==> config.mk <==
export PLATFORM = sky130hd
export DESIGN_NAME = line_field_byte_cutter
export DESIGN_NICKNAME = d
export VERILOG_FILES = /design/src/hdl/lfbc_pkg.sv /design/src/hdl/line_field_byte_cutter.sv /design/src/hdl/lfbc_ram.sv /design/src/hdl/lfbc_ctrl.sv /design/src/hdl/lfbc_dp.sv
export VERILOG_INCLUDE_DIRS = /design/src /design/src/hdl
export SDC_FILE = /design/constraint.sdc
export NUM_CORES = 1
export LEC_CHECK = 0
export BUFFER_PORTS_ARGS = -buffer_cell sky130_fd_sc_hd__buf_4
export CAP_MARGIN = 10
export CORE_ASPECT_RATIO = 0.6
export CORE_MARGIN = 2
export CORE_UTILIZATION = 57
export DETAILED_ROUTE_END_ITERATION = 10
export GPL_TIMING_DRIVEN = 1
export HOLD_SLACK_MARGIN = 0.15
export PLACE_DENSITY = 0.79
export SYNTH_ARGS = -nofsm -noshare
export SYNTH_HDL_FRONTEND = slang
export SYNTH_SLANG_ARGS = --single-unit
==> constraint.sdc <==
create_clock -name i_clk -period 4 [get_ports i_clk]
set_input_delay 0.4 -clock i_clk [delete_from_list [all_inputs] [get_ports i_clk]]
set_output_delay 0.4 -clock i_clk [all_outputs]
set_load 0.01 [all_outputs]
==> src/hdl/line_field_byte_cutter_defines.svh <==
// ----------------------------------------------------------------------------
// line_field_byte_cutter_defines
// Assertion macros shared by the line cutter modules. A module that uses them
// has ports named i_clk and i_rst_n; checks are off while reset is low.
// ----------------------------------------------------------------------------
`ifndef LINE_FIELD_BYTE_CUTTER_DEFINES_SVH
`define LINE_FIELD_BYTE_CUTTER_DEFINES_SVH

// Same-cycle implication check
`define LFBC_ASSERT_IMP(label, ante, cons) \
    label: assert property (@(posedge i_clk) disable iff (!i_rst_n) (ante) |-> (cons)) \
        else $error("lfbc: same-cycle check failed");

// Next-cycle implication check
`define LFBC_ASSERT_NEXT(label, ante, cons) \
    label: assert property (@(posedge i_clk) disable iff (!i_rst_n) (ante) |=> (cons)) \
        else $error("lfbc: next-cycle check failed");

`endif

==> src/hdl/lfbc_pkg.sv <==
// ----------------------------------------------------------------------------
// lfbc_pkg
// Constants, codes and controller/datapath interface types of the line cutter.
// ----------------------------------------------------------------------------
package lfbc_pkg;

    // Line store geometry
    localparam int MAX_LINE = 64;
    localparam int ADDR_W   = $clog2(MAX_LINE);
    localparam int LEN_W    = ADDR_W;
    localparam int CUR_W    = $clog2(MAX_LINE + 1);

    // Field widths
    localparam int BYTE_W     = 8;
    localparam int POS_W      = 10;
    localparam int CFG_IDX_W  = 2;
    localparam int CFG_DATA_W = 10;

    localparam logic [LEN_W-1:0]  LEN_MAX     = LEN_W'(MAX_LINE - 1);
    localparam logic [BYTE_W-1:0] CHAR_LF     = 8'd10;
    localparam logic [BYTE_W-1:0] CHAR_CR     = 8'd13;
    localparam logic [BYTE_W-1:0] CHAR_NUL    = 8'd0;
    localparam logic [BYTE_W-1:0] DELIM_RESET = 8'd9;

    // Request codes
    localparam logic REQ_DATA = 1'b0;
    localparam logic REQ_EOF  = 1'b1;

    // Configuration register indexes
    typedef enum logic [CFG_IDX_W-1:0] {
        CFG_DELIMITER      = 2'd0,
        CFG_FIELD_NUMBER   = 2'd1,
        CFG_START_POSITION = 2'd2,
        CFG_END_POSITION   = 2'd3
    } t_cfg_idx;

    // Controller to datapath commands
    typedef struct packed {
        logic store;
        logic clear_line;
        logic scan_start;
        logic scan_step;
        logic load_range;
        logic emit_step;
        logic load_lf;
    } t_dp_cmd;

    // Datapath to controller status
    typedef struct packed {
        logic in_ends_line;
        logic in_is_data;
        logic field_mode;
        logic scan_done;
        logic rng_none;
        logic emit_done;
        logic out_free;
    } t_dp_status;

endpackage

==> src/hdl/line_field_byte_cutter.sv <==
// ----------------------------------------------------------------------------
// line_field_byte_cutter
// Cuts a field or a byte range out of each text line.
// ----------------------------------------------------------------------------
// Usage:
//   Input channel (i_in_valid / o_in_stall) carries one word per text byte
//   (i_req_type = 0) or an end-of-input request (i_req_type = 1). Output
//   channel (o_out_valid / i_out_stall) carries the selected bytes of a line
//   and then a closing line feed with o_line_done set.
//   Data words are stored at one per cycle while o_in_stall is low; bytes beyond
//   MAX_LINE-1 are dropped. After a line feed or carriage return, or an
//   end-of-input word on a non-empty line, o_in_stall rises until the closing
//   line feed is loaded into the output register, or until a line with too few
//   fields is dropped. Field mode first scans the line content before the
//   selected bytes are read. Output then runs at one word per cycle while the
//   receiver does not stall, set by the single read port of the line store.
//   A receiver stall holds the output register and pauses the store reads.
//   Reset (synchronous, active low) empties the line, restores tab as the
//   delimiter, clears the other control registers and drops any pending output.
//   Configuration writes (i_cfg_wr_en) take effect at once; write only idle.
// ----------------------------------------------------------------------------
module line_field_byte_cutter (
    input  logic                                i_clk,
    input  logic                                i_rst_n,
    input  logic                                i_in_valid,
    output logic                                o_in_stall,
    input  logic                                i_req_type,
    input  logic [lfbc_pkg::BYTE_W-1:0]         i_in_byte,
    output logic                                o_out_valid,
    input  logic                                i_out_stall,
    output logic [lfbc_pkg::BYTE_W-1:0]         o_out_byte,
    output logic                                o_line_done,
    input  logic                                i_cfg_wr_en,
    input  logic [lfbc_pkg::CFG_IDX_W-1:0]      i_cfg_index,
    input  logic [lfbc_pkg::CFG_DATA_W-1:0]     i_cfg_wr_data
);
    import lfbc_pkg::*;

    t_dp_cmd    cmd;
    t_dp_status status;

    // Sequencer
    lfbc_ctrl u_ctrl (
        .i_clk      (i_clk),
        .i_rst_n    (i_rst_n),
        .i_in_valid (i_in_valid),
        .i_status   (status),
        .o_cmd      (cmd),
        .o_in_stall (o_in_stall)
    );

    // Datapath
    lfbc_dp u_dp (
        .i_clk         (i_clk),
        .i_rst_n       (i_rst_n),
        .i_cmd         (cmd),
        .o_status      (status),
        .i_req_type    (i_req_type),
        .i_in_byte     (i_in_byte),
        .i_cfg_wr_en   (i_cfg_wr_en),
        .i_cfg_index   (i_cfg_index),
        .i_cfg_wr_data (i_cfg_wr_data),
        .o_out_valid   (o_out_valid),
        .i_out_stall   (i_out_stall),
        .o_out_byte    (o_out_byte),
        .o_line_done   (o_line_done)
    );

endmodule

==> src/hdl/lfbc_ram.sv <==
// ----------------------------------------------------------------------------
// lfbc_ram
// Generic single-write, single-read RAM with registered read data.
// ----------------------------------------------------------------------------
module lfbc_ram #(
    parameter int WIDTH = 8,
    parameter int DEPTH = 64
) (
    input  logic                     i_clk,
    input  logic                     i_wr_en,
    input  logic [$clog2(DEPTH)-1:0] i_wr_addr,
    input  logic [WIDTH-1:0]         i_wr_data,
    input  logic                     i_rd_en,
    input  logic [$clog2(DEPTH)-1:0] i_rd_addr,
    output logic [WIDTH-1:0]         o_rd_data
);

    logic [WIDTH-1:0] r_mem [DEPTH];
    logic [WIDTH-1:0] r_rd_data;

    // Write port
    always_ff @(posedge i_clk) begin
        if (i_wr_en) begin
            r_mem[i_wr_addr] <= i_wr_data;
        end
    end

    // Registered read port, holds when not enabled
    always_ff @(posedge i_clk) begin
        if (i_rd_en) begin
            r_rd_data <= r_mem[i_rd_addr];
        end
    end

    assign o_rd_data = r_rd_data;

endmodule

==> src/hdl/lfbc_ctrl.sv <==
// ----------------------------------------------------------------------------
// lfbc_ctrl
// Sequencer of the line cutter: collects words, scans for the field, runs the
// emission pass and closes each output line with a line feed.
// ----------------------------------------------------------------------------
module lfbc_ctrl (
    input  logic                  i_clk,
    input  logic                  i_rst_n,
    input  logic                  i_in_valid,
    input  lfbc_pkg::t_dp_status  i_status,
    output lfbc_pkg::t_dp_cmd     o_cmd,
    output logic                  o_in_stall
);
    import lfbc_pkg::*;

    typedef enum logic [2:0] {
        S_IDLE,
        S_SCAN,
        S_RANGE,
        S_EMIT,
        S_CLOSE
    } t_state;

    t_state  r_state;
    t_state  n_state;
    logic    r_in_stall;
    logic    n_in_stall;
    t_dp_cmd cmd;
    logic    accept;

    assign accept = i_in_valid && !r_in_stall;

    // Next state and commands
    always_comb begin
        n_state = r_state;
        cmd     = '0;
        unique case (r_state)
            S_IDLE: begin
                if (accept) begin
                    if (i_status.in_ends_line) begin
                        if (i_status.field_mode) begin
                            cmd.scan_start = 1'b1;
                            n_state        = S_SCAN;
                        end else begin
                            n_state = S_RANGE;
                        end
                    end else if (i_status.in_is_data) begin
                        cmd.store = 1'b1;
                    end
                end
            end
            S_SCAN: begin
                cmd.scan_step = 1'b1;
                if (i_status.scan_done) begin
                    n_state = S_RANGE;
                end
            end
            S_RANGE: begin
                if (i_status.rng_none) begin
                    cmd.clear_line = 1'b1;
                    n_state        = S_IDLE;
                end else begin
                    cmd.load_range = 1'b1;
                    n_state        = S_EMIT;
                end
            end
            S_EMIT: begin
                cmd.emit_step = 1'b1;
                if (i_status.emit_done) begin
                    n_state = S_CLOSE;
                end
            end
            S_CLOSE: begin
                cmd.load_lf = 1'b1;
                if (i_status.out_free) begin
                    cmd.clear_line = 1'b1;
                    n_state        = S_IDLE;
                end
            end
            default: begin
                n_state = S_IDLE;
            end
        endcase
        n_in_stall = (n_state != S_IDLE);
    end

    // Hold state and the registered stall
    always_ff @(posedge i_clk) begin
        if (!i_rst_n) begin
            r_state    <= S_IDLE;
            r_in_stall <= 1'b0;
        end else begin
            r_state    <= n_state;
            r_in_stall <= n_in_stall;
        end
    end

    assign o_cmd      = cmd;
    assign o_in_stall = r_in_stall;

endmodule

==> src/hdl/lfbc_dp.sv <==
// ----------------------------------------------------------------------------
// lfbc_dp
// Datapath of the line cutter: configuration registers, line store, field
// scan, selection range and the output word register.
// ----------------------------------------------------------------------------
`include "line_field_byte_cutter_defines.svh"

module lfbc_dp (
    input  logic                                i_clk,
    input  logic                                i_rst_n,
    input  lfbc_pkg::t_dp_cmd                   i_cmd,
    output lfbc_pkg::t_dp_status                o_status,
    input  logic                                i_req_type,
    input  logic [lfbc_pkg::BYTE_W-1:0]         i_in_byte,
    input  logic                                i_cfg_wr_en,
    input  logic [lfbc_pkg::CFG_IDX_W-1:0]      i_cfg_index,
    input  logic [lfbc_pkg::CFG_DATA_W-1:0]     i_cfg_wr_data,
    output logic                                o_out_valid,
    input  logic                                i_out_stall,
    output logic [lfbc_pkg::BYTE_W-1:0]         o_out_byte,
    output logic                                o_line_done
);
    import lfbc_pkg::*;

    // Configuration
    logic [BYTE_W-1:0] r_delim;
    logic [POS_W-1:0]  r_field_num;
    logic [POS_W-1:0]  r_start_pos;
    logic [POS_W-1:0]  r_end_pos;

    // Line bookkeeping
    logic [LEN_W-1:0]  r_length;
    logic [LEN_W-1:0]  r_content_len;
    logic              r_zero_seen;

    // Read pointer and pending read data
    logic [LEN_W-1:0]  r_ptr;
    logic              r_rd_vld;
    logic [LEN_W-1:0]  r_to;

    // Field scan results
    logic [CUR_W-1:0]  r_cur;
    logic [LEN_W-1:0]  r_begin;
    logic [LEN_W-1:0]  r_fend;
    logic              r_found;

    // Output word register
    logic              r_out_valid;
    logic [BYTE_W-1:0] r_out_byte;
    logic              r_line_done;

    logic              wr_en;
    logic              rd_en;
    logic [BYTE_W-1:0] rd_data;
    logic              out_free;
    logic              scan_issue;
    logic              scan_hit;
    logic              field_match;
    logic              load_out;
    logic              emit_issue;
    logic              lf_load;

    logic [POS_W-1:0]  start_m1;
    logic              end_past;
    logic [LEN_W-1:0]  to_b;
    logic [LEN_W-1:0]  rng_from;
    logic [LEN_W-1:0]  rng_to;
    logic              rng_none;

    // Line store
    lfbc_ram #(
        .WIDTH (BYTE_W),
        .DEPTH (MAX_LINE)
    ) u_line_ram (
        .i_clk     (i_clk),
        .i_wr_en   (wr_en),
        .i_wr_addr (r_length),
        .i_wr_data (i_in_byte),
        .i_rd_en   (rd_en),
        .i_rd_addr (r_ptr),
        .o_rd_data (rd_data)
    );

    // Drop bytes once the store is full
    assign wr_en    = i_cmd.store && (r_length != LEN_MAX);
    assign out_free = !r_out_valid || !i_out_stall;

    // Read sequencing for scan and emission
    always_comb begin
        scan_issue  = i_cmd.scan_step && (r_ptr != r_content_len);
        field_match = (POS_W'(r_cur) == r_field_num);
        scan_hit    = i_cmd.scan_step && r_rd_vld && !r_found && (rd_data == r_delim);
        load_out    = i_cmd.emit_step && r_rd_vld && out_free;
        emit_issue  = i_cmd.emit_step && (r_ptr != r_to) && (!r_rd_vld || load_out);
        rd_en       = scan_issue || emit_issue;
        lf_load     = i_cmd.load_lf && out_free;
    end

    // Selection range for the current mode
    always_comb begin
        start_m1 = r_start_pos - POS_W'(1);
        end_past = (r_end_pos == '0) || (r_end_pos > POS_W'(r_content_len));
        to_b     = end_past ? r_content_len : r_end_pos[LEN_W-1:0];
        rng_from = '0;
        rng_to   = r_content_len;
        rng_none = 1'b0;
        if (r_field_num != '0) begin
            if (r_found) begin
                rng_from = r_begin;
                rng_to   = r_fend;
            end else if (field_match) begin
                rng_from = r_begin;
            end else if (r_cur != CUR_W'(1)) begin
                rng_none = 1'b1;
            end
        end else if (r_start_pos != '0) begin
            if (start_m1 >= POS_W'(to_b)) begin
                rng_to = '0;
            end else begin
                rng_from = start_m1[LEN_W-1:0];
                rng_to   = to_b;
            end
        end
    end

    // Status to the controller
    always_comb begin
        o_status              = '0;
        o_status.in_is_data   = (i_req_type == REQ_DATA);
        o_status.in_ends_line = (i_req_type == REQ_EOF) ? (r_length != '0)
                                : ((i_in_byte == CHAR_LF) || (i_in_byte == CHAR_CR));
        o_status.field_mode   = (r_field_num != '0);
        o_status.scan_done    = (r_ptr == r_content_len) && !r_rd_vld;
        o_status.rng_none     = rng_none;
        o_status.emit_done    = (r_ptr == r_to) && !r_rd_vld;
        o_status.out_free     = out_free;
    end

    // Control registers
    always_ff @(posedge i_clk) begin
        if (!i_rst_n) begin
            r_delim       <= DELIM_RESET;
            r_field_num   <= '0;
            r_start_pos   <= '0;
            r_end_pos     <= '0;
            r_length      <= '0;
            r_content_len <= '0;
            r_zero_seen   <= 1'b0;
            r_ptr         <= '0;
            r_rd_vld      <= 1'b0;
            r_found       <= 1'b0;
            r_out_valid   <= 1'b0;
        end else begin
            // Write configuration
            if (i_cfg_wr_en) begin
                unique case (t_cfg_idx'(i_cfg_index))
                    CFG_DELIMITER:      r_delim     <= i_cfg_wr_data[BYTE_W-1:0];
                    CFG_FIELD_NUMBER:   r_field_num <= i_cfg_wr_data[POS_W-1:0];
                    CFG_START_POSITION: r_start_pos <= i_cfg_wr_data[POS_W-1:0];
                    CFG_END_POSITION:   r_end_pos   <= i_cfg_wr_data[POS_W-1:0];
                    default:            r_delim     <= r_delim;
                endcase
            end

            // Append a word, track content up to the first zero byte
            if (wr_en) begin
                r_length <= r_length + LEN_W'(1);
                if (!r_zero_seen) begin
                    if (i_in_byte == CHAR_NUL) begin
                        r_zero_seen <= 1'b1;
                    end else begin
                        r_content_len <= r_length + LEN_W'(1);
                    end
                end
            end else if (i_cmd.clear_line) begin
                r_length      <= '0;
                r_content_len <= '0;
                r_zero_seen   <= 1'b0;
            end

            // Advance the read pointer
            if (i_cmd.scan_start) begin
                r_ptr    <= '0;
                r_rd_vld <= 1'b0;
                r_found  <= 1'b0;
            end else if (i_cmd.load_range) begin
                r_ptr    <= rng_from;
                r_rd_vld <= 1'b0;
            end else if (rd_en) begin
                r_ptr    <= r_ptr + LEN_W'(1);
                r_rd_vld <= 1'b1;
            end else if (i_cmd.scan_step || load_out) begin
                r_rd_vld <= 1'b0;
            end

            if (scan_hit && field_match) begin
                r_found <= 1'b1;
            end

            // Output word register
            if (load_out || lf_load) begin
                r_out_valid <= 1'b1;
            end else if (!i_out_stall) begin
                r_out_valid <= 1'b0;
            end
        end
    end

    // Payload registers
    always_ff @(posedge i_clk) begin
        if (i_cmd.scan_start) begin
            r_cur   <= CUR_W'(1);
            r_begin <= '0;
        end else if (scan_hit && !field_match) begin
            r_cur   <= r_cur + CUR_W'(1);
            r_begin <= r_ptr;
        end
        if (scan_hit && field_match) begin
            r_fend <= r_ptr - LEN_W'(1);
        end
        if (i_cmd.load_range) begin
            r_to <= rng_to;
        end
        if (load_out) begin
            r_out_byte  <= rd_data;
            r_line_done <= 1'b0;
        end else if (lf_load) begin
            r_out_byte  <= CHAR_LF;
            r_line_done <= 1'b1;
        end
    end

    assign o_out_valid = r_out_valid;
    assign o_out_byte  = r_out_byte;
    assign o_line_done = r_line_done;

    // Checks
    `LFBC_ASSERT_IMP(a_len_bound, 1'b1, r_length <= LEN_MAX)
    `LFBC_ASSERT_IMP(a_content_le_len, 1'b1, r_content_len <= r_length)
    `LFBC_ASSERT_IMP(a_close_is_lf, r_out_valid && r_line_done, r_out_byte == CHAR_LF)
    `LFBC_ASSERT_NEXT(a_store_grows, wr_en, r_length == $past(r_length) + LEN_W'(1))

endmodule

==> results of run 1 <==
-- worst min-delay path, delay by kind of cell --
| kind | cells | cell delay, ns |
|---|---|---|
| buf+inv | 1 | 0.08 |
| compound gates | 1 | 0.14 |
| simple gates | 1 | 0.10 |
-- Yosys cell counts, types with 5 or more instances --
master	n	area share, %
sky130_fd_sc_hd__a211oi_1	17	0.51
sky130_fd_sc_hd__nand3b_1	5	0.15
sky130_fd_sc_hd__buf_1	13	0.19
sky130_fd_sc_hd__nand4_1	8	0.20
sky130_fd_sc_hd__buf_2	24	0.48
sky130_fd_sc_hd__clkbuf_1	41	0.61
sky130_fd_sc_hd__a221o_1	6	0.24
sky130_fd_sc_hd__a21oi_1	50	0.99
sky130_fd_sc_hd__nand3_1	37	0.73
sky130_fd_sc_hd__nand2b_1	6	0.15
sky130_fd_sc_hd__and2_1	25	0.62
sky130_fd_sc_hd__inv_1	20	0.30
sky130_fd_sc_hd__or3_1	6	0.15
sky130_fd_sc_hd__a22oi_1	18	0.54
sky130_fd_sc_hd__nor3b_1	5	0.15
sky130_fd_sc_hd__edfxtp_1	540	64
sky130_fd_sc_hd__nor3_1	11	0.22
sky130_fd_sc_hd__nor4_1	8	0.20
sky130_fd_sc_hd__a31oi_1	20	0.50
sky130_fd_sc_hd__and3_1	15	0.37
sky130_fd_sc_hd__o21ai_0	14	0.28
sky130_fd_sc_hd__nand2_1	111	1.7
sky130_fd_sc_hd__mux4_2	144	13
sky130_fd_sc_hd__ha_1	19	0.94
sky130_fd_sc_hd__dfxtp_1	78	6.2
sky130_fd_sc_hd__nor2_1	116	1.7
sky130_fd_sc_hd__xnor2_1	27	0.94
sky130_fd_sc_hd__xor2_1	20	0.69
sky130_fd_sc_hd__or4_1	5	0.15
sky130_fd_sc_hd__mux2i_1	24	0.95
-- metal layers --
layer / share of wire (%) / track usage, %
met4: 1.7 / 5.01
met2: 43 / 37.8
met5: 0.021 / 0
met1: 42 / 43.0
met3: 14 / 9.42
-- report_power, final --
group	internal, W	switching, W
clock	0.00284	0.00228
combinational	0.00120	0.00151
sequential	0.00719	0.000288
total	0.0112	0.00407
-- repair_timing --
action                     in CTS  in global routing
hold buffers                   12                  0
setup buffers                   0                  8
hold endpoints to repair       32                  0
setup endpoints to repair       6                  9
gates resized for setup         3                 11
pin swaps                       1                 10
-- kinds of logic (layout without fill, tap and decap cells) --
kind of cell | Yosys count | count (layout)
adder cells (fa/ha/maj) | 19 | 19
other | 0 | 1
buffers and inverters | 100 | 261
AND/OR/NAND/NOR | 373 | 373
flip-flops | 618 | 618
XOR/XNOR | 47 | 47
multiplexers | 169 | 169
AO/OA/AOI/OAI | 163 | 163
-- layout make-up --
type	count	area, um2	area share, %
timing repair buffer	145	1170	4.11
inverter	22	82.6	0.289
clock inverter	25	279	0.977
sequential	618	17800	62.3
multi-input combinational	771	7100	24.9
antenna	1	2.50	0.00876
tap	579	724	2.54
clock buffer	69	1400	4.89
-- through the flow --
stage | instances | setup TNS (ns) | total power, W | utilization, % | hold slack, ns
after CTS | 2221 | 0 | 0.0152 | 65.4 | 0.163
final | 2230 | 0 | 0.0153 | 65.7 | 0.184
after floorplan | 1489 | 0 | 0.00922 | - | 0.431
after detailed placement | 2115 | -0.107 | 0.0102 | 61.2 | 0.447
after global routing | 2229 | -0.00166 | 0.0157 | 65.7 | 0.191
after global placement | 2114 | 0 | 0.0101 | 61.2 | 0.441
-- state kept, by name, summed over array words and instances, names as in the netlist, 3 cells and up --
register	cells
u_ctrl.r_state	3
u_dp.u_line_ram.r_mem	512
u_dp.r_begin	6
u_dp.r_delim	8
u_dp.u_line_ram.o_rd_data	8
u_dp.r_to	6
u_dp.r_start_pos	10
u_dp.r_ptr	6
u_dp.r_end_pos	10
u_dp.r_length	6
u_dp.r_content_len	6
u_dp.r_fend	6
u_dp.r_field_num	10
u_dp.r_cur	7
u_dp.o_out_byte	8
-- worst min path at each step --
stage / startpoint / endpoint / slack [ns] / depth (start not counted)
5_1_grt: i_in_byte[0] / u_dp.u_line_ram.r_mem[31][0] / 0.19 / 1
4_1_cts: i_out_stall / u_dp.o_out_valid / 0.16 / 3
6_report: i_out_stall / u_dp.o_out_valid / 0.18 / 3
2_1_floorplan: u_dp.r_end_pos[8] / u_dp.r_end_pos[8] / 0.43 / 2
3_3_place_gp: u_dp.r_end_pos[8] / u_dp.r_end_pos[8] / 0.44 / 2
3_5_place_dp: u_dp.r_end_pos[9] / u_dp.r_end_pos[9] / 0.45 / 2
==> run_results.csv, run 1 <==
group,metric,value,unit
status,run_status,"finished clean",
critical_path,required,4.44,ns
routing,wire_per_inst,27.8,um
synth,ys_seq_area_share,70.5,%
critical_path,cp_num_cells,15,
place,dpl_worst_slack,-0.0308,ns
routing,vias,14684,
timing,timing.final.max_slew_violations,0,
critical_path,regToRegSetupSlack,0.09,ns
floorplan,dieWidth,276,um
critical_path,critical-path-top-cell-by-count,"sky130_fd_sc_hd__ha_1",
critical_path,crit_buf_inv,2,
cts,worst_setup_hold_path_clk_slew,0.07,ns
layout,fin_area,28600,um2
layout,mostFrequentLayoutCells,"sky130_fd_sc_hd__edfxtp_1, sky130_fd_sc_hd__mux4_2, sky130_fd_sc_hd__buf_4",
synth,syn-num-nets,1534,
routing,detail-route-antenna-nets,0,
synth,post_synth_xor_area_fraction,1.63,%
pwr,power_density,536,nW/um2
synth,synth_compound_gate_area_share,4.52,%
critical_path,critical_path.slowest_cell,"sky130_fd_sc_hd__or4_4",
critical_path,crit_path_max_incr_delay,0.44,ns
synth,yosys.area_share.adder,0.942,%
grt,maximum_number_of_pins_on_one_net_before_global_route_repair,66,
floorplan,placement_rows,59,
critical_path,setup.worst_path.class,"reg2reg",
floorplan,start_util,58.0,%
timing,fmax,256,MHz
cts,cts.sinks,618,
critical_path,worst_setup_path_endpoint,"u_dp.r_to[4]",
synth,synth-edff-count,540,
grt,global_route_wire_length_before_repair,91.6,mm
place,io_buffers,36,
synth,count_of_different_cell_masters_after_synthesis,64,
routing,post-route-drc-count,0,
synth,synthesis.area,25200,um2
routing,finalWirelength,61.9,mm
layout,final_common_cell,"sky130_fd_sc_hd__edfxtp_1",
timing,timing.final.hold_violations,0,
synth,synth_seq_cells,618,
critical_path,worst_ep_arrival_time,4.35,ns
critical_path,worstSetupStartpointType,"flip-flop",
cts,numCtsBuffers,52,
grt,grt_usage,27.4,%
layout,final_layout_size_suffix_gt1_share,22.9,%
critical_path,timing.critical_path.cells,"inv_1 -> ha_1 -> nor2b_4 -> o21a_1 -> o311a_4 -> a2111oi_4 -> buf_4 -> mux2_2 -> ha_1 -> nand2b_1 -> a31oi_4 -> nor2_1 -> or4_4 -> o221ai_4 -> a221o_1",
synth,post_synth_and_or_nand_nor_area_fraction,6.97,%
routing,dr.pass1.iters,5,
timing,max_slew.worst_pin.slew,1.00,ns
timing,finalSetupViolCount,0,
grt,vias_in_the_first_global_route,14256,
layout,areaGrowthSynthToFinish,13.2,%
layout,final_net_count,1655,
synth,synthesized_instance_count,1489,
routing,vias_per_cell,6.58,
cts,buffer_depth_of_the_longest_clock_path,3,
pwr,power.ir.vdd_worst,0.461,mV
cts,h_tree_levels,2,
run,max_cap_viol_count,0,
synth,synthesis.area_per_instance,16.9,um2
timing,final_min_period_over_clock_period,97.8,%
hold_path,hp-class,"in2reg",
critical_path,r2r.worst_path.cells,15,
floorplan,die-area,46000,um2
place,dpl.hpwl,40.5,mm
floorplan,fp.dieH,167,um
synth,synth_top_family_by_area,"multiplexers",
routing,drtIter0Drc,2377,
cts,clk_root_buffer_cell,"sky130_fd_sc_hd__clkbuf_16",
synth,most_common_flop_cell_mapped_by_yosys,"sky130_fd_sc_hd__edfxtp_1",
timing,final_critical_path_setup_slack,0.0896,ns
critical_path,crit_start,"u_dp.r_content_len[1]",
timing,slew-limit-headroom,33.0,%
critical_path,worst_r2r_endpoint,"u_dp.r_to[4]",
synth,proportion_of_synthesized_area_in_mux_cells,13.9,%
cts,clkLatencyLatePin,0.59,ns
place,dpl_cell_area,26600,um2
layout,fillCellCount,2809,
floorplan,core_area,43500,um2
timing,final.setup_skew,0.0200,ns
pwr,power_leakage,9.23,nW
floorplan,io_pins,37,
grt,grt_overflow,0,
synth,ys_async_sr_fraction,0,%
critical_path,timing.critical_path.to_type,"flip-flop",
critical_path,r2r_start,"u_dp.r_content_len[1]",
critical_path,critPathTopFamily,"compound AO/OA/AOI/OAI gates",
cts,cts_tree,"done",
timing,fin_crit,3.91,ns
grt,antenna_found_initial,3,
place,routabilityCongestion,0.927,
critical_path,critical_path_peak_fanout,6,
synth,synth-warning-count,0,
No activity file was read; power rests on OpenSTA's default activity.
==> inputs of run 2 (changes only) <==
CELL_PAD_IN_SITES_DETAIL_PLACEMENT = 1   (was default)
CELL_PAD_IN_SITES_GLOBAL_PLACEMENT = 1   (was default)
CORE_UTILIZATION = 49   (was 57)
PLACE_DENSITY = 0.78   (was 0.79)
==> run 2 against run 1 <==
  * Die area grew 16%
  * Utilization shrank 8.8 points
  * Sequential power is essentially flat
  * Via count grew 0.33%
  * Combinational power grew 3%
  * Clock-buffer cell count is the same
  * Global-route usage shrank 1.3 points
  * First-iteration DRC count shrank 24%
  * Routed wire length grew 12%
  * Non-clock buffer count grew 2
  * Largest cell class unchanged
  * Clock power grew 7.4%
==> run_results.csv, run 2 (same netlist as run 1, synthesis figures left out) <==
group,metric,value,unit
timing,whs,0.262,ns
timing,final_min_period_over_clock_period,99.1,%
timing,finalSetupViolCount,0,
layout,final_layout_size_suffix_gt1_share,24.1,%
routing,vias,14732,
critical_path,timing.critical_path.to_type,"flip-flop",
layout,largest_register_ffs,512,
layout,top_register,"u_dp.u_line_ram.r_mem",
cts,cts_tree,"done",
cts,worst_setup_hold_path_clk_slew,0.07,ns
timing,final_critical_path_setup_slack,0.0363,ns
layout,fillCellCount,4647,
critical_path,critical_path_peak_fanout,6,
timing,fin_crit,3.96,ns
routing,finalWirelength,69.5,mm
place,dpl_worst_slack,-0.0556,ns
layout,mostFrequentLayoutCells,"sky130_fd_sc_hd__edfxtp_1, sky130_fd_sc_hd__mux4_2, sky130_fd_sc_hd__buf_4",
grt,grt_usage,26.2,%
floorplan,core_area,50900,um2
cts,clk_root_buffer_cell,"sky130_fd_sc_hd__clkbuf_16",
layout,fin_area,29000,um2
critical_path,required,4.46,ns
floorplan,die-area,53400,um2
layout,fin_cells,2350,
pwr,power_density,545,nW/um2
status,run_status,"finished clean",
routing,vias_per_cell,6.27,
grt,grt_overflow,0,
timing,timing.final.max_slew_violations,0,
timing,grt_setup_unrepaired,"yes",
floorplan,placement_rows,64,
floorplan,io_pins,37,
grt,vias_in_the_first_global_route,15181,
floorplan,dieWidth,297,um
timing,setup_tns,0,ns
pwr,power_leakage,9.34,nW
cts,numCtsBuffers,54,
routing,post-route-drc-count,0,
routing,dr.pass1.iters,5,
cts,cts.sinks,618,
timing,fmax,252,MHz
cts,buffer_depth_of_the_longest_clock_path,3,
routing,drtIter0Drc,1810,
place,routabilityCongestion,0.859,
place,dpl.hpwl,45.5,mm
cts,clkLatencyLatePin,0.63,ns
place,io_buffers,36,
grt,global_route_wire_length_before_repair,104,mm
layout,final_common_cell,"sky130_fd_sc_hd__edfxtp_1",
place,dpl_cell_area,26800,um2
cts,h_tree_levels,2,
layout,final_net_count,1659,
critical_path,setup.worst_path.class,"reg2reg",
floorplan,start_util,49.5,%
timing,max_slew.worst_pin.slew,0.985,ns
grt,maximum_number_of_pins_on_one_net_before_global_route_repair,66,
place,dp.cells,2229,
hold_path,hp-class,"in2reg",
critical_path,worstSetupStartpointType,"flip-flop",
critical_path,worst_ep_arrival_time,4.43,ns
layout,insertedDiodeCount,0,
layout,areaGrowthSynthToFinish,14.8,%
timing,timing.final.hold_violations,0,
routing,detail-route-antenna-nets,0,
pwr,power.ir.vdd_worst,0.667,mV
run,max_cap_viol_count,0,
timing,slew-limit-headroom,34.1,%
routing,wire_per_inst,29.6,um
floorplan,fp.dieH,180,um
grt,antenna_found_initial,0,
timing,final.setup_skew,0.0431,ns
[run 2: worst max-delay path: stages, from the launching register on]
cell and delay, ns:
sky130_fd_sc_hd__dfxtp_2 0.34, sky130_fd_sc_hd__inv_2 0.05, sky130_fd_sc_hd__ha_4 0.23, sky130_fd_sc_hd__nor2b_4 0.12
sky130_fd_sc_hd__o21a_1 0.17, sky130_fd_sc_hd__o311a_4 0.32, sky130_fd_sc_hd__a2111oi_4 0.40, sky130_fd_sc_hd__buf_6 0.17
sky130_fd_sc_hd__buf_8 0.10, sky130_fd_sc_hd__mux2i_1 0.20, sky130_fd_sc_hd__ha_1 0.27, sky130_fd_sc_hd__a21o_1 0.20
sky130_fd_sc_hd__nand2_2 0.09, sky130_fd_sc_hd__nand3_2 0.09, sky130_fd_sc_hd__or4_4 0.58, sky130_fd_sc_hd__o221ai_4 0.27
sky130_fd_sc_hd__a221o_1 0.23
[run 2: timing repair]
item,in CTS,in global routing
hold buffers,16,0
resized for setup,2,25
setup buffers,0,6
endpoints found under the setup margin,6,11
pin swaps,0,11
hold endpoints to repair,52,0
[run 2: per-layer routing]
metal / GRT usage (%) / up-vias / wire length, um
met1: 41.2 / 7785 / 31000
met5: 0 / - / 0
met4: 4.10 / 0 / 905
li1: - / 6134 / -
met3: 4.22 / 82 / 6150
met2: 39.5 / 731 / 31500
[run 2: worst paths after layout]
kind,from,depth (start not counted),slack (ns),to
max,u_dp.r_content_len[1],16,0.04,u_dp.r_to[2]
min,i_req_type,3,0.26,u_dp.r_cur[0]
max reg2reg,u_dp.r_content_len[1],16,0.04,u_dp.r_to[2]
min reg2reg,u_dp.r_end_pos[6],2,0.46,u_dp.r_end_pos[6]
[run 2: stage by stage]
| step | utilization (%) | power (W) |
|---|---|---|
| after floorplan | - | 0.00922 |
| after global placement | 52.6 | 0.0102 |
| after detailed placement | 52.6 | 0.0103 |
| after CTS | 56.6 | 0.0158 |
| after global routing | 56.9 | 0.0163 |
| final | 56.9 | 0.0158 |
[run 2: power breakdown]
group          leakage (nW)  internal [W]  total, W  switching (W)
clock network         0.907       0.00308   0.00550        0.00243
registers              5.51       0.00719   0.00751       0.000321
logic                  2.92       0.00119   0.00278        0.00159
total                  9.34        0.0115    0.0158        0.00434
[run 2: cell type report]
type | count | area (um2) | area share [%]
repair buffers | 147 | 1220 | 4.21
clock inverters | 30 | 368 | 1.27
clock buffers | 69 | 1480 | 5.11
inverters | 22 | 82.6 | 0.285
well taps | 693 | 867 | 2.99
flip-flops and latches | 618 | 17800 | 61.4
multi-input cells | 771 | 7160 | 24.7
==> inputs of run 3 (changes only) <==
PLACE_DENSITY = 0.85   (was 0.78)
==> run 3 against run 2 <==
  * The flow now finishes with violations (negative setup slack)
  * Register-to-register slack worse by 0.18 ns
  * Via count is 4.5% higher
  * Global-route usage is 1.7 points higher
  * Routed wire length is 9.5% higher
==> run_results.csv, run 3 (same netlist as run 1, synthesis figures left out) <==
group,metric,value,unit
critical_path,crit_path_max_incr_delay,0.46,ns
place,dp.cells,2194,
grt,vias_in_the_first_global_route,15847,
cts,cts.sinks,618,
timing,fin_crit,4.14,ns
pwr,p_comb_share,18.2,%
layout,final_common_cell,"sky130_fd_sc_hd__edfxtp_1",
routing,vias,15396,
run,max_cap_viol_count,0,
critical_path,worst_ep_arrival_time,4.59,ns
timing,whs,0.248,ns
pwr,power_density,559,nW/um2
layout,top_register,"u_dp.u_line_ram.r_mem",
critical_path,timing.critical_path.to_type,"flip-flop",
routing,met1_length,29.9,mm
cts,cts_tree,"done",
routing,post-route-drc-count,0,
pwr,total_switching_power,0.00450,W
timing,timing.final.max_slew_violations,0,
floorplan,io_pins,37,
cts,clkLatencyLatePin,0.60,ns
routing,vias_per_cell,6.61,
layout,final_layout_size_suffix_gt1_share,23.9,%
timing,grt_setup_unrepaired,"yes",
cts,numCtsBuffers,55,
hold_path,hp-class,"in2reg",
layout,mostFrequentLayoutCells,"sky130_fd_sc_hd__edfxtp_1, sky130_fd_sc_hd__mux4_2, sky130_fd_sc_hd__nor2_1",
floorplan,placement_rows,64,
pwr,power.switching_fraction,27.9,%
routing,detail-route-antenna-nets,0,
critical_path,crit_start,"u_dp.r_content_len[3]",
grt,antenna_found_initial,3,
timing,finalSetupViolCount,9,
routing,met2_length,34.1,mm
place,io_buffers,36,
critical_path,worst_r2r_endpoint,"u_dp.r_to[1]",
floorplan,core_area,50900,um2
floorplan,die-area,53400,um2
layout,postLayoutCoreUtil,56.8,%
routing,drtIter0Drc,2410,
hold_path,holdPathStages,1,
place,routabilityCongestion,0.915,
grt,grt_overflow,0,
critical_path,required,4.45,ns
critical_path,worst_setup_path_endpoint,"u_dp.r_to[1]",
critical_path,critical-path-top-cell-by-count,"sky130_fd_sc_hd__buf_4",
pwr,power_leakage,9.22,nW
grt,maximum_number_of_pins_on_one_net_before_global_route_repair,66,
critical_path,setup.worst_path.class,"reg2reg",
floorplan,dieWidth,297,um
pwr,seqPwrFrac,46.3,%
pwr,p_clk_share,35.5,%
layout,fin_cells,2328,
routing,wire_per_inst,32.7,um
critical_path,r2r.worst_path.cells,18,
cts,buffer_depth_of_the_longest_clock_path,3,
routing,top_layer_used,"met5",
cts,h_tree_levels,2,
layout,insertedDiodeCount,0,
pwr,power_report.internal_total,0.0117,W
timing,final.setup_skew,0.0158,ns
critical_path,critical_path_peak_fanout,6,
grt,grt_usage,27.9,%
timing,final_critical_path_setup_slack,-0.144,ns
routing,dr.pass1.iters,6,
floorplan,start_util,49.5,%
timing,max_slew.worst_pin.slew,1.24,ns
critical_path,regToRegSetupSlack,-0.14,ns
place,dpl.hpwl,46.5,mm
layout,final_net_count,1634,
layout,largest_register_ffs,512,
cts,clk_root_buffer_cell,"sky130_fd_sc_hd__clkbuf_16",
grt,global_route_wire_length_before_repair,109,mm
timing,timing.final.hold_violations,0,
timing,fmax,241,MHz
critical_path,timing.critical_path.cells,"inv_2 -> ha_4 -> and3_4 -> nand4_1 -> buf_4 -> a2111oi_4 -> buf_4 -> buf_6 -> buf_4 -> mux2i_1 -> ha_1 -> a21o_1 -> a31oi_4 -> nor2_4 -> buf_4 -> nor4_4 -> and2_2 -> a221o_1",
routing,finalWirelength,76.1,mm
pwr,power.ir.vdd_worst,0.376,mV
floorplan,fp.dieH,180,um
hold_path,hold_start,"i_in_byte[1]",
status,run_status,"finished with violations",
timing,final_min_period_over_clock_period,104,%
routing,detailroute.wirelength.met3,9.88,mm
status,violations,"negative setup slack",
critical_path,worstSetupStartpointType,"flip-flop",
timing,slew-limit-headroom,16.6,%
critical_path,r2r_start,"u_dp.r_content_len[3]",
cts,worst_setup_hold_path_clk_slew,0.08,ns
critical_path,critical_path.slowest_cell,"sky130_fd_sc_hd__nor4_4",
layout,areaGrowthSynthToFinish,14.6,%
## run 3: cell types whose count changed in the layout (fill, tap and decap cells not counted), moves of 3 or more
| cell | change |
|---|---|
| sky130_fd_sc_hd__buf_4 | -22 |
| sky130_fd_sc_hd__clkbuf_8 | -5 |
| sky130_fd_sc_hd__clkinvlp_4 | +5 |
| sky130_fd_sc_hd__bufinv_16 | +3 |
| sky130_fd_sc_hd__dfxtp_1 | -3 |
| sky130_fd_sc_hd__dfxtp_2 | +3 |
## run 3: stage by stage
step	area, um2	power (W)	setup WS (ns)	TNS [ns]
finish	28900	0.0162	-0.144	-0.677
global route	28900	0.0165	-0.152	-0.852
CTS	28800	0.0160	0.000661	0
detailed placement	26500	0.0103	-0.141	-0.799
global placement	26500	0.0101	0.104	0
floorplan	25200	0.00922	0.0887	0
## run 3: worst max-delay path, delay by kind of cell (launching register included)
kind | cells | cell delay (ns)
adders and majority gates | 2 | 0.53
and+or+nand+nor | 5 | 1.16
DFF | 1 | 0.36
AOI/OAI and AO/OA | 4 | 1.02
muxes | 1 | 0.09
buffers and inverters | 6 | 0.83
## run 3: power groups by stage
stage                     registers, W  clock network (W)  logic, W
final                          0.00747            0.00574   0.00295
after global routing           0.00748            0.00599   0.00307
after CTS                      0.00746            0.00573   0.00281
after detailed placement       0.00759                  0   0.00271
after global placement         0.00757                  0   0.00257
after floorplan                0.00740                  0   0.00182
## run 3: layer usage
metal  up-vias  global-route usage, %
met5         -                      0
met4         4                   7.37
met3       198                   9.69
met2      1097                   41.4
met1      8015                   39.6
li1       6082                      -
## run 3: cell type report
class	count	area, um2
fill	4625	22000
sequential	618	17800
multi-input combinational	771	7250
clock buffer	64	1450
timing repair buffer	121	1000
tap	693	867
clock inverter	39	459
inverter	22	82.6
## run 3: repair_timing
action                                  CTS  global route
endpoints found under the hold margin    36             0
resized for setup                        29            13
pin swaps                                16            12
setup buffers                            11             5
endpoints found under the setup margin   12            12
cloned                                    0             0
hold buffers                             15             0
## run 3: worst min-delay path by stage
stage	endpoint
floorplan	u_dp.r_end_pos[8]
global placement	u_dp.r_end_pos[6]
detailed placement	u_dp.r_end_pos[7]
CTS	u_dp.u_line_ram.r_mem[54][1]
global route	u_dp.u_line_ram.r_mem[39][1]
finish	u_dp.u_line_ram.r_mem[54][1]
